## src/design/bmm_pkg.sv

```systemverilog
// Shared types, constants and helpers for the RGB blend mode mixer.
package bmm_pkg;

	// channel and input widths
	localparam int CHAN_W  = 8;
	localparam int ALPHA_W = 7;
	localparam int MODE_W  = 3;
	localparam int IN_W    = 6 * CHAN_W;
	localparam int OUT_W   = 3 * CHAN_W;
	localparam int LANES   = 3;

	// pipeline depth of one lane (input register up to output register)
	localparam int NST = 8;

	// configuration register indexes
	localparam logic CFG_REG_MODE  = 1'b0;
	localparam logic CFG_REG_ALPHA = 1'b1;

	// blend modes
	localparam logic [MODE_W-1:0] MODE_NORMAL  = 3'd0;
	localparam logic [MODE_W-1:0] MODE_LIGHTEN = 3'd1;
	localparam logic [MODE_W-1:0] MODE_DARKEN  = 3'd2;
	localparam logic [MODE_W-1:0] MODE_BURN    = 3'd3;
	localparam logic [MODE_W-1:0] MODE_AVERAGE = 3'd4;
	localparam logic [MODE_W-1:0] MODE_ADD     = 3'd5;

	localparam logic [CHAN_W-1:0]  CHAN_MAX = 8'd255;
	localparam logic [ALPHA_W-1:0] PCT_FULL = 7'd100;

	// floor(x/100) for x <= 25500 is (x * 5243) >> 19
	localparam int              RECIP_W     = 13;
	localparam logic [12:0]     RECIP_100   = 13'd5243;
	localparam int              RECIP_SHIFT = 19;
	localparam int              SUM_W       = 15;
	localparam int              PROD_W      = SUM_W + RECIP_W;

	// settled configuration as seen by the lanes
	typedef struct packed {
		logic [MODE_W-1:0]  mode;
		logic [ALPHA_W-1:0] alpha;     // saturated to 100
		logic [ALPHA_W-1:0] alpha_inv; // 100 - alpha
	} cfg_t;

	// stage advance enables from the flow control
	typedef struct packed {
		logic [NST-1:0] en;
	} flow_t;

	// partial remainder and quotient of the burn divider
	typedef struct packed {
		logic [15:0]       rem;
		logic [CHAN_W-1:0] quo;
	} div_t;

	// one restoring division step: quotient bit at position pos
	function automatic div_t div_step(input div_t d, input logic [CHAN_W-1:0] b,
			input int pos);
		logic [15:0] sub;
		div_t        r;
		sub = {8'h00, b} << pos;
		r   = d;
		if (d.rem >= sub) begin
			r.rem      = d.rem - sub;
			r.quo[pos] = 1'b1;
		end
		return r;
	endfunction

endpackage

```

## src/design/rgb_blend_mode_mixer_unit.sv

```systemverilog
// Top level of the RGB blend mode mixer: config registers, three lanes, output packing.
//
//  channel   dir  handshake               payload
//  s_axis    in   tvalid/tready           tdata: fg r,g,b, bg r,g,b (8 bits each)
//  m_axis    out  tvalid/tready           tdata: out r,g,b (8 bits each)
//  cfg       in   cfg_we                  cfg_addr selects register, cfg_wdata
//
// One pixel per clock cycle sustained while m_axis_tready is high; a lane holds a
// four-stage burn divider plus weighting, sum and reciprocal multiply stages.
// Reset clears the valid bits and sets mode normal, opacity 100 percent.
// An output stall holds only the stages that are full; empty stages upstream
// keep taking pixels until the pipeline is packed.
module rgb_blend_mode_mixer_unit (
	input  logic                        clk,
	input  logic                        arst_n,
	input  logic                        s_axis_tvalid,
	output logic                        s_axis_tready,
	// fg_red, fg_green, fg_blue, bg_red, bg_green, bg_blue from bit 0 up
	input  logic [bmm_pkg::IN_W-1:0]    s_axis_tdata,
	output logic                        m_axis_tvalid,
	input  logic                        m_axis_tready,
	// out_red, out_green, out_blue from bit 0 up
	output logic [bmm_pkg::OUT_W-1:0]   m_axis_tdata,
	input  logic                        cfg_we,
	input  logic                        cfg_addr,
	input  logic [bmm_pkg::ALPHA_W-1:0] cfg_wdata
);
	import bmm_pkg::*;

	logic [MODE_W-1:0]  mode_q;
	logic [ALPHA_W-1:0] alpha_q;
	cfg_t               cfg;
	flow_t              flow;

	// configuration registers
	always_ff @(posedge clk or negedge arst_n) begin
		if (!arst_n) begin
			mode_q  <= MODE_NORMAL;
			alpha_q <= PCT_FULL;
		end else if (cfg_we) begin
			case (cfg_addr)
				CFG_REG_MODE:  mode_q  <= cfg_wdata[MODE_W-1:0];
				CFG_REG_ALPHA: alpha_q <= cfg_wdata;
				default:       ;
			endcase
		end
	end

	// opacity above 100 saturates
	always_comb begin
		cfg.mode      = mode_q;
		cfg.alpha     = (alpha_q > PCT_FULL) ? PCT_FULL : alpha_q;
		cfg.alpha_inv = PCT_FULL - cfg.alpha;
	end

	bmm_flow u_flow (
		.clk       (clk),
		.arst_n    (arst_n),
		.in_valid  (s_axis_tvalid),
		.in_ready  (s_axis_tready),
		.out_valid (m_axis_tvalid),
		.out_ready (m_axis_tready),
		.flow      (flow)
	);

	// one lane per colour; results packed red first
	for (genvar l = 0; l < LANES; l++) begin : g_lane
		bmm_lane u_lane (
			.clk   (clk),
			.flow  (flow),
			.cfg   (cfg),
			.fg    (s_axis_tdata[l*CHAN_W +: CHAN_W]),
			.bg    (s_axis_tdata[(l+LANES)*CHAN_W +: CHAN_W]),
			.mixed (m_axis_tdata[l*CHAN_W +: CHAN_W])
		);
	end

endmodule

```

## src/design/bmm_flow.sv

```systemverilog
// Valid tracking and stage enables for the lane pipeline, with bubble collapse.
module bmm_flow (
	input  logic            clk,
	input  logic            arst_n,
	input  logic            in_valid,
	output logic            in_ready,
	output logic            out_valid,
	input  logic            out_ready,
	output bmm_pkg::flow_t  flow
);
	import bmm_pkg::*;

	logic [NST-1:0] v_q;

	// a stage loads when it is empty or its content moves on
	always_comb begin
		flow.en[NST-1] = !v_q[NST-1] || out_ready;
		for (int k = NST - 2; k >= 0; k--) begin
			flow.en[k] = !v_q[k] || flow.en[k+1];
		end
	end

	assign in_ready  = flow.en[0];
	assign out_valid = v_q[NST-1];

	// valid bits follow the data
	always_ff @(posedge clk or negedge arst_n) begin
		if (!arst_n) begin
			v_q <= '0;
		end else begin
			if (flow.en[0]) begin
				v_q[0] <= in_valid;
			end
			for (int k = 1; k < NST; k++) begin
				if (flow.en[k]) begin
					v_q[k] <= v_q[k-1];
				end
			end
		end
	end

endmodule

```

## src/design/bmm_lane.sv

```systemverilog
// One colour channel: blend function, burn divider, alpha mix and divide by 100.
module bmm_lane (
	input  logic                       clk,
	input  bmm_pkg::flow_t             flow,
	input  bmm_pkg::cfg_t              cfg,
	input  logic [bmm_pkg::CHAN_W-1:0] fg,
	input  logic [bmm_pkg::CHAN_W-1:0] bg,
	output logic [bmm_pkg::CHAN_W-1:0] mixed
);
	import bmm_pkg::*;

	logic [CHAN_W-1:0] fsim;
	logic [8:0]        sum9;
	logic [15:0]       num;
	logic [15:0]       lim;
	div_t              d_in, d2, d3, d4, d5;
	logic [CHAN_W-1:0] f_sel;

	logic [CHAN_W-1:0] fsim_s1, fsim_s2, fsim_s3, fsim_s4, fsim_s5;
	logic [CHAN_W-1:0] b_s1, b_s2, b_s3, b_s4, b_s5;
	logic              burn_s1, burn_s2, burn_s3, burn_s4, burn_s5;
	logic              ovf_s1, ovf_s2, ovf_s3, ovf_s4, ovf_s5;
	div_t              div_s1, div_s2, div_s3, div_s4, div_s5;
	logic [SUM_W-1:0]  pf_s6, pb_s6;
	logic [SUM_W-1:0]  sum_s7;
	logic [PROD_W-1:0] prod_s8;

	// blend value for every mode but burn
	always_comb begin
		sum9 = {1'b0, fg} + {1'b0, bg};
		case (cfg.mode)
			MODE_LIGHTEN: fsim = (fg > bg) ? fg : bg;
			MODE_DARKEN:  fsim = (fg < bg) ? fg : bg;
			MODE_AVERAGE: fsim = sum9[8:1];
			MODE_ADD:     fsim = sum9[8] ? CHAN_MAX : sum9[7:0];
			default:      fsim = fg;
		endcase
	end

	// burn numerator (255-A)*256; quotient saturates when it reaches 255*B,
	// which also covers a zero background
	assign num      = {~fg, 8'h00};
	assign lim      = {bg, 8'h00} - {8'h00, bg};
	assign d_in.rem = num;
	assign d_in.quo = '0;

	// two quotient bits per stage, most significant first
	assign d2 = div_step(div_step(div_s1, b_s1, 7), b_s1, 6);
	assign d3 = div_step(div_step(div_s2, b_s2, 5), b_s2, 4);
	assign d4 = div_step(div_step(div_s3, b_s3, 3), b_s3, 2);
	assign d5 = div_step(div_step(div_s4, b_s4, 1), b_s4, 0);

	// final blend value
	always_comb begin
		if (!burn_s5) begin
			f_sel = fsim_s5;
		end else if (ovf_s5) begin
			f_sel = '0;
		end else begin
			f_sel = CHAN_MAX - div_s5.quo;
		end
	end

	always_ff @(posedge clk) begin
		// stage 1: capture, simple modes, burn set-up
		if (flow.en[0]) begin
			fsim_s1 <= fsim;
			b_s1    <= bg;
			burn_s1 <= (cfg.mode == MODE_BURN);
			ovf_s1  <= (num >= lim);
			div_s1  <= d_in;
		end
		// stages 2 to 5: burn divider
		if (flow.en[1]) begin
			fsim_s2 <= fsim_s1;
			b_s2    <= b_s1;
			burn_s2 <= burn_s1;
			ovf_s2  <= ovf_s1;
			div_s2  <= d2;
		end
		if (flow.en[2]) begin
			fsim_s3 <= fsim_s2;
			b_s3    <= b_s2;
			burn_s3 <= burn_s2;
			ovf_s3  <= ovf_s2;
			div_s3  <= d3;
		end
		if (flow.en[3]) begin
			fsim_s4 <= fsim_s3;
			b_s4    <= b_s3;
			burn_s4 <= burn_s3;
			ovf_s4  <= ovf_s3;
			div_s4  <= d4;
		end
		if (flow.en[4]) begin
			fsim_s5 <= fsim_s4;
			b_s5    <= b_s4;
			burn_s5 <= burn_s4;
			ovf_s5  <= ovf_s4;
			div_s5  <= d5;
		end
		// stage 6: weight blend value and background
		if (flow.en[5]) begin
			pf_s6 <= SUM_W'(cfg.alpha) * SUM_W'(f_sel);
			pb_s6 <= SUM_W'(cfg.alpha_inv) * SUM_W'(b_s5);
		end
		// stage 7: weighted sum, at most 25500
		if (flow.en[6]) begin
			sum_s7 <= pf_s6 + pb_s6;
		end
		// stage 8: reciprocal multiply for the divide by 100
		if (flow.en[7]) begin
			prod_s8 <= PROD_W'(sum_s7) * PROD_W'(RECIP_100);
		end
	end

	assign mixed = prod_s8[RECIP_SHIFT +: CHAN_W];

endmodule

```

## config.mk

```make
export PLATFORM = sky130hd
export DESIGN_NAME = rgb_blend_mode_mixer_unit
export DESIGN_NICKNAME = d
export VERILOG_FILES = /design/src/design/bmm_pkg.sv /design/src/design/rgb_blend_mode_mixer_unit.sv /design/src/design/bmm_flow.sv /design/src/design/bmm_lane.sv
export SDC_FILE = /design/constraint.sdc
export NUM_CORES = 2
export LEC_CHECK = 0
export BUFFER_PORTS_ARGS = -buffer_cell sky130_fd_sc_hd__buf_4
export CORE_MARGIN = 4
export CORE_UTILIZATION = 30
export CTS_BUF_LIST = sky130_fd_sc_hd__clkbuf_2 sky130_fd_sc_hd__clkbuf_4 sky130_fd_sc_hd__clkbuf_8
export CTS_CLUSTER_SIZE = 10
export DETAILED_ROUTE_END_ITERATION = 10
export HOLD_SLACK_MARGIN = 0.05
export SETUP_SLACK_MARGIN = 0.05
export SLEW_MARGIN = 20
export SYNTH_ARGS = -nofsm -noshare
export SYNTH_HDL_FRONTEND = slang
export SYNTH_SLANG_ARGS = --single-unit
export TNS_END_PERCENT = 5
```

## constraint.sdc

```tcl
create_clock -name clk -period 13.31 [get_ports clk]
set_clock_uncertainty 0.05 [all_clocks]
set_input_delay 1.331 -clock clk [delete_from_list [all_inputs] [get_ports clk]]
set_output_delay 1.331 -clock clk [all_outputs]
set_load 0.1 [all_outputs]
```

==> results_dict.tcl <==
set metrics [dict create \
    status "finished clean" \
    dieArea_mm2 0.196 \
    dp_hpwl_um 99800 \
    rrSetupSlack_ns 4.98 \
    die_x_um 443 \
    synth_area_leaders "edfxtp_1 32%, ha_1 17%, fa_1 14%" \
    cts_resized 0 \
    antenna_left 0 \
    hold_class "flip-flop to flip-flop" \
    rows 159 \
    yosysWarnings 0 \
    grt_pass1_vias 40407 \
    netlist_top_cells_count "820 x inv_1, 784 x ha_1, 611 x edfxtp_1" \
    min_period_ns 8.33 \
    synth_edf_count 611 \
    postCtsSetupBuffers 0 \
    synthArstFlopShare_pct 2.86 \
    postSynthAreaPerCell_um2 10.5 \
    grt_pass1_wl_um 206000 \
    finalWeightedCongestion 0.860 \
    clk_pin_slew_ns 0.06 \
    worstReg2RegEnd "g_lane[0].u_lane.pb_s6[14]" \
    place.port_buffers 86 \
    drc 0 \
    rsz0062_at_grt "false" \
    grt_overflow 0 \
    finalSetupTns_ns 0 \
    h-tree-depth 3 \
    worst_slew_pin_slew_ns 1.05 \
    synth_nets 6639 \
    tritoncts "done" \
    crit_required_ns 13.79 \
    antenna_found_initial 5 \
    num-nets-final 6791 \
    relSlewSlack_pct 30.3 \
    vias 38712 \
    yosysMostFrequentCell "inv_1" \
    hold_viol_final 0 \
    first_iter_violations 2273 \
    rr_worst_depth 25 \
    criticalPathCategory "flip-flop to flip-flop" \
    holdBufCountCts 0 \
    finalSetupViolCount 0 \
    areaGrowthSynthToFinish_pct 10.5 \
    post_route_cells_drive_above_1_share_pct 8.53 \
    start_util_pct 30.2 \
    ys_types 98 \
    maxSlewViolCount 0 \
    die_h_um 443 \
    synth_ff_type "edfxtp_1" \
    cp-start-kind "flip-flop" \
    whs_endpoint "g_lane[0].u_lane.div_s5[3]" \
    cts_root_buf "clkbuf_8" \
    boundaryPins 87 \
    num-fill-cells 18887 \
    core_region_area_mm2 0.188 \
    end_kind "flip-flop" \
    post-route-period-util_pct 62.6 \
    cts_inserted_buffers 107 \
    ys_seq_area_share_pct 33.1 \
    grt_usage_pct 12.6 \
    routed_via_density 4.76 \
    grt_max_degree 77 \
    hold-worst-slack_ns 0.346 \
    synth.largest_area_cell "edfxtp_1" \
    ys_ff_latch 629 \
    synth_area_mm2 0.0568 \
    cp_max_fo 29 \
    drt_wl_total_um 124000 \
    clkLatencyLatePin_ns 0.81 \
    drtPass1Iterations 6 \
    fmax_ghz 0.120 \
    yosysTopAreaCellShare_pct 32.3 \
    whs_path_depth 0 \
    avgRoutedWirePerCell_um 15.2 \
    reg2reg_from "alpha_q[0]" \
    worstPathArrival_ns 8.80 \
    synth_cells 5398 \
    hp-start "g_lane[0].u_lane.d5[3]" \
    ctsLongestPathBuffers 3 \
    clock-sinks 629 \
    max-cap-violations 0 \
]
-- logic make-up after synthesis --
logic type	after synthesis	synth area share, %
adder cells (fa/ha/maj)	1180	31.2
XOR/XNOR	271	4.21
AND/OR/NAND/NOR	1300	11.4
AO/OA/AOI/OAI	993	11.5
multiplexers	130	2.56
flip-flops	629	33.1
buffers and inverters	895	6.00
-- critical path, stage by stage, from the launching register on --
cell	delay [ns]
dfrtp_1	0.67
o21ai_0	0.39
nand2_1	0.17
nand3_1	0.72
and2_1	0.70
inv_1	0.37
ha_1	0.35
inv_1	0.09
o311ai_0	0.13
a21oi_1	0.20
buf_4	0.31
nand2_1	0.14
fa_1	0.54
fa_1	0.55
inv_1	0.05
fa_1	0.53
inv_1	0.05
fa_1	0.53
inv_1	0.04
ha_1	0.32
nor2b_1	0.14
o21a_1	0.19
o22ai_1	0.20
o21ai_0	0.17
o41ai_1	0.34
xnor2_1	0.10
-- layout make-up --
cell class | instances | area [um2] | area share [%]
Timing Repair Buffer | 114 | 856 | 1.36
Sequential cell | 629 | 18800 | 29.9
Clock inverter | 64 | 569 | 0.906
Antenna cell | 2 | 5.00 | 0.00797
Clock buffer | 134 | 1680 | 2.67
Tap cell | 2495 | 3120 | 4.97
Multi-Input combinational cell | 3874 | 34700 | 55.2
Inverter | 824 | 3090 | 4.92
-- layout by cell type (no fill, tap or decap), types with 23 or more instances in the layout --
cell type  Yosys  layout
edfxtp_1     611     611
fa_1         396     396
ha_1         784     784
nand2b_1      63      63
nand3_1       71      69
o21bai_1      46      46
o22ai_1       23      23
a21oi_1      254     254
clkbuf_8       0     107
mux2_2        89      89
mux2i_1       33      32
or2_2         37      37
nor2_1       332     332
and3_1        50      50
nand2_1      311     308
and2_1       146     146
buf_4          1     114
a31oi_1       26      26
inv_1        820     818
a211oi_1      32      32
a21o_1        91      91
nor2b_1       78      78
nor3_1        76      76
o21a_1        72      72
o21ai_0      192     192
xor2_1        66      66
o31a_1        23      23
clkbuf_4       0      27
nand4_1       33      33
clkinv_1       2      24
or3_1         37      37
xnor2_1      204     204
-- sequential cells by signal, summed over array words and instances (netlist names), 8 cells and up --
signal / cells
g_lane.u_lane.d5: 18
g_lane.u_lane.div_s2: 30
g_lane.u_lane.div_s5: 24
g_lane.u_lane.pf_s6: 45
g_lane.u_lane.prod_s8: 24
g_lane.u_lane.fsim_s5: 24
g_lane.u_lane.fsim_s1: 24
g_lane.u_lane.fsim_s4: 24
g_lane.u_lane.b_s3: 24
g_lane.u_lane.div_s4: 42
u_flow.v_q: 8
g_lane.u_lane.sum_s7: 45
g_lane.u_lane.b_s5: 24
g_lane.u_lane.b_s2: 24
g_lane.u_lane.fsim_s3: 24
g_lane.u_lane.div_s1: 24
g_lane.u_lane.div_s3: 36
g_lane.u_lane.fsim_s2: 24
g_lane.u_lane.d4: 12
g_lane.u_lane.b_s1: 24
g_lane.u_lane.b_s4: 24
g_lane.u_lane.pb_s6: 45
-- worst max-delay path by stage --
stage	startpoint	endpoint	slack, ns	depth (start not counted)
after global routing	alpha_q[0]	g_lane[0].u_lane.pb_s6[14]	4.33	26
final	alpha_q[0]	g_lane[0].u_lane.pb_s6[14]	4.98	25
after detailed placement	alpha_q[0]	g_lane[0].u_lane.pb_s6[14]	5.07	25
after CTS	alpha_q[0]	g_lane[0].u_lane.pb_s6[14]	5.03	25
after global placement	alpha_q[0]	g_lane[0].u_lane.pb_s6[14]	5.36	25
after floorplan	m_axis_tready	s_axis_tready	4.78	6
-- per-stage QoR --
stage,area [um2],cells,util [%],worst slack (ns)
5_1_grt,62800,8135,33.4,4.33
6_report,62800,8136,33.4,4.98
4_1_cts,62800,8134,33.4,5.03
3_5_place_dp,60500,7936,32.2,5.07
2_1_floorplan,56800,5398,-,4.78
3_3_place_gp,60500,7936,32.2,5.36
-- routing by layer --
| layer | vias to the layer above | track usage [%] | share of wire [%] |
|---|---|---|---|
| met5 | - | 0 | 0 |
| met4 | 0 | 3.98 | 3.0 |
| met3 | 204 | 2.00 | 4.1 |
| met2 | 746 | 20.9 | 46 |
| met1 | 18619 | 17.0 | 47 |
| li1 | 19143 | - | - |
Power is left out: the tool's default activity adds up to more than one toggle a clock period on the data nets, which glitch-free logic cannot reach.
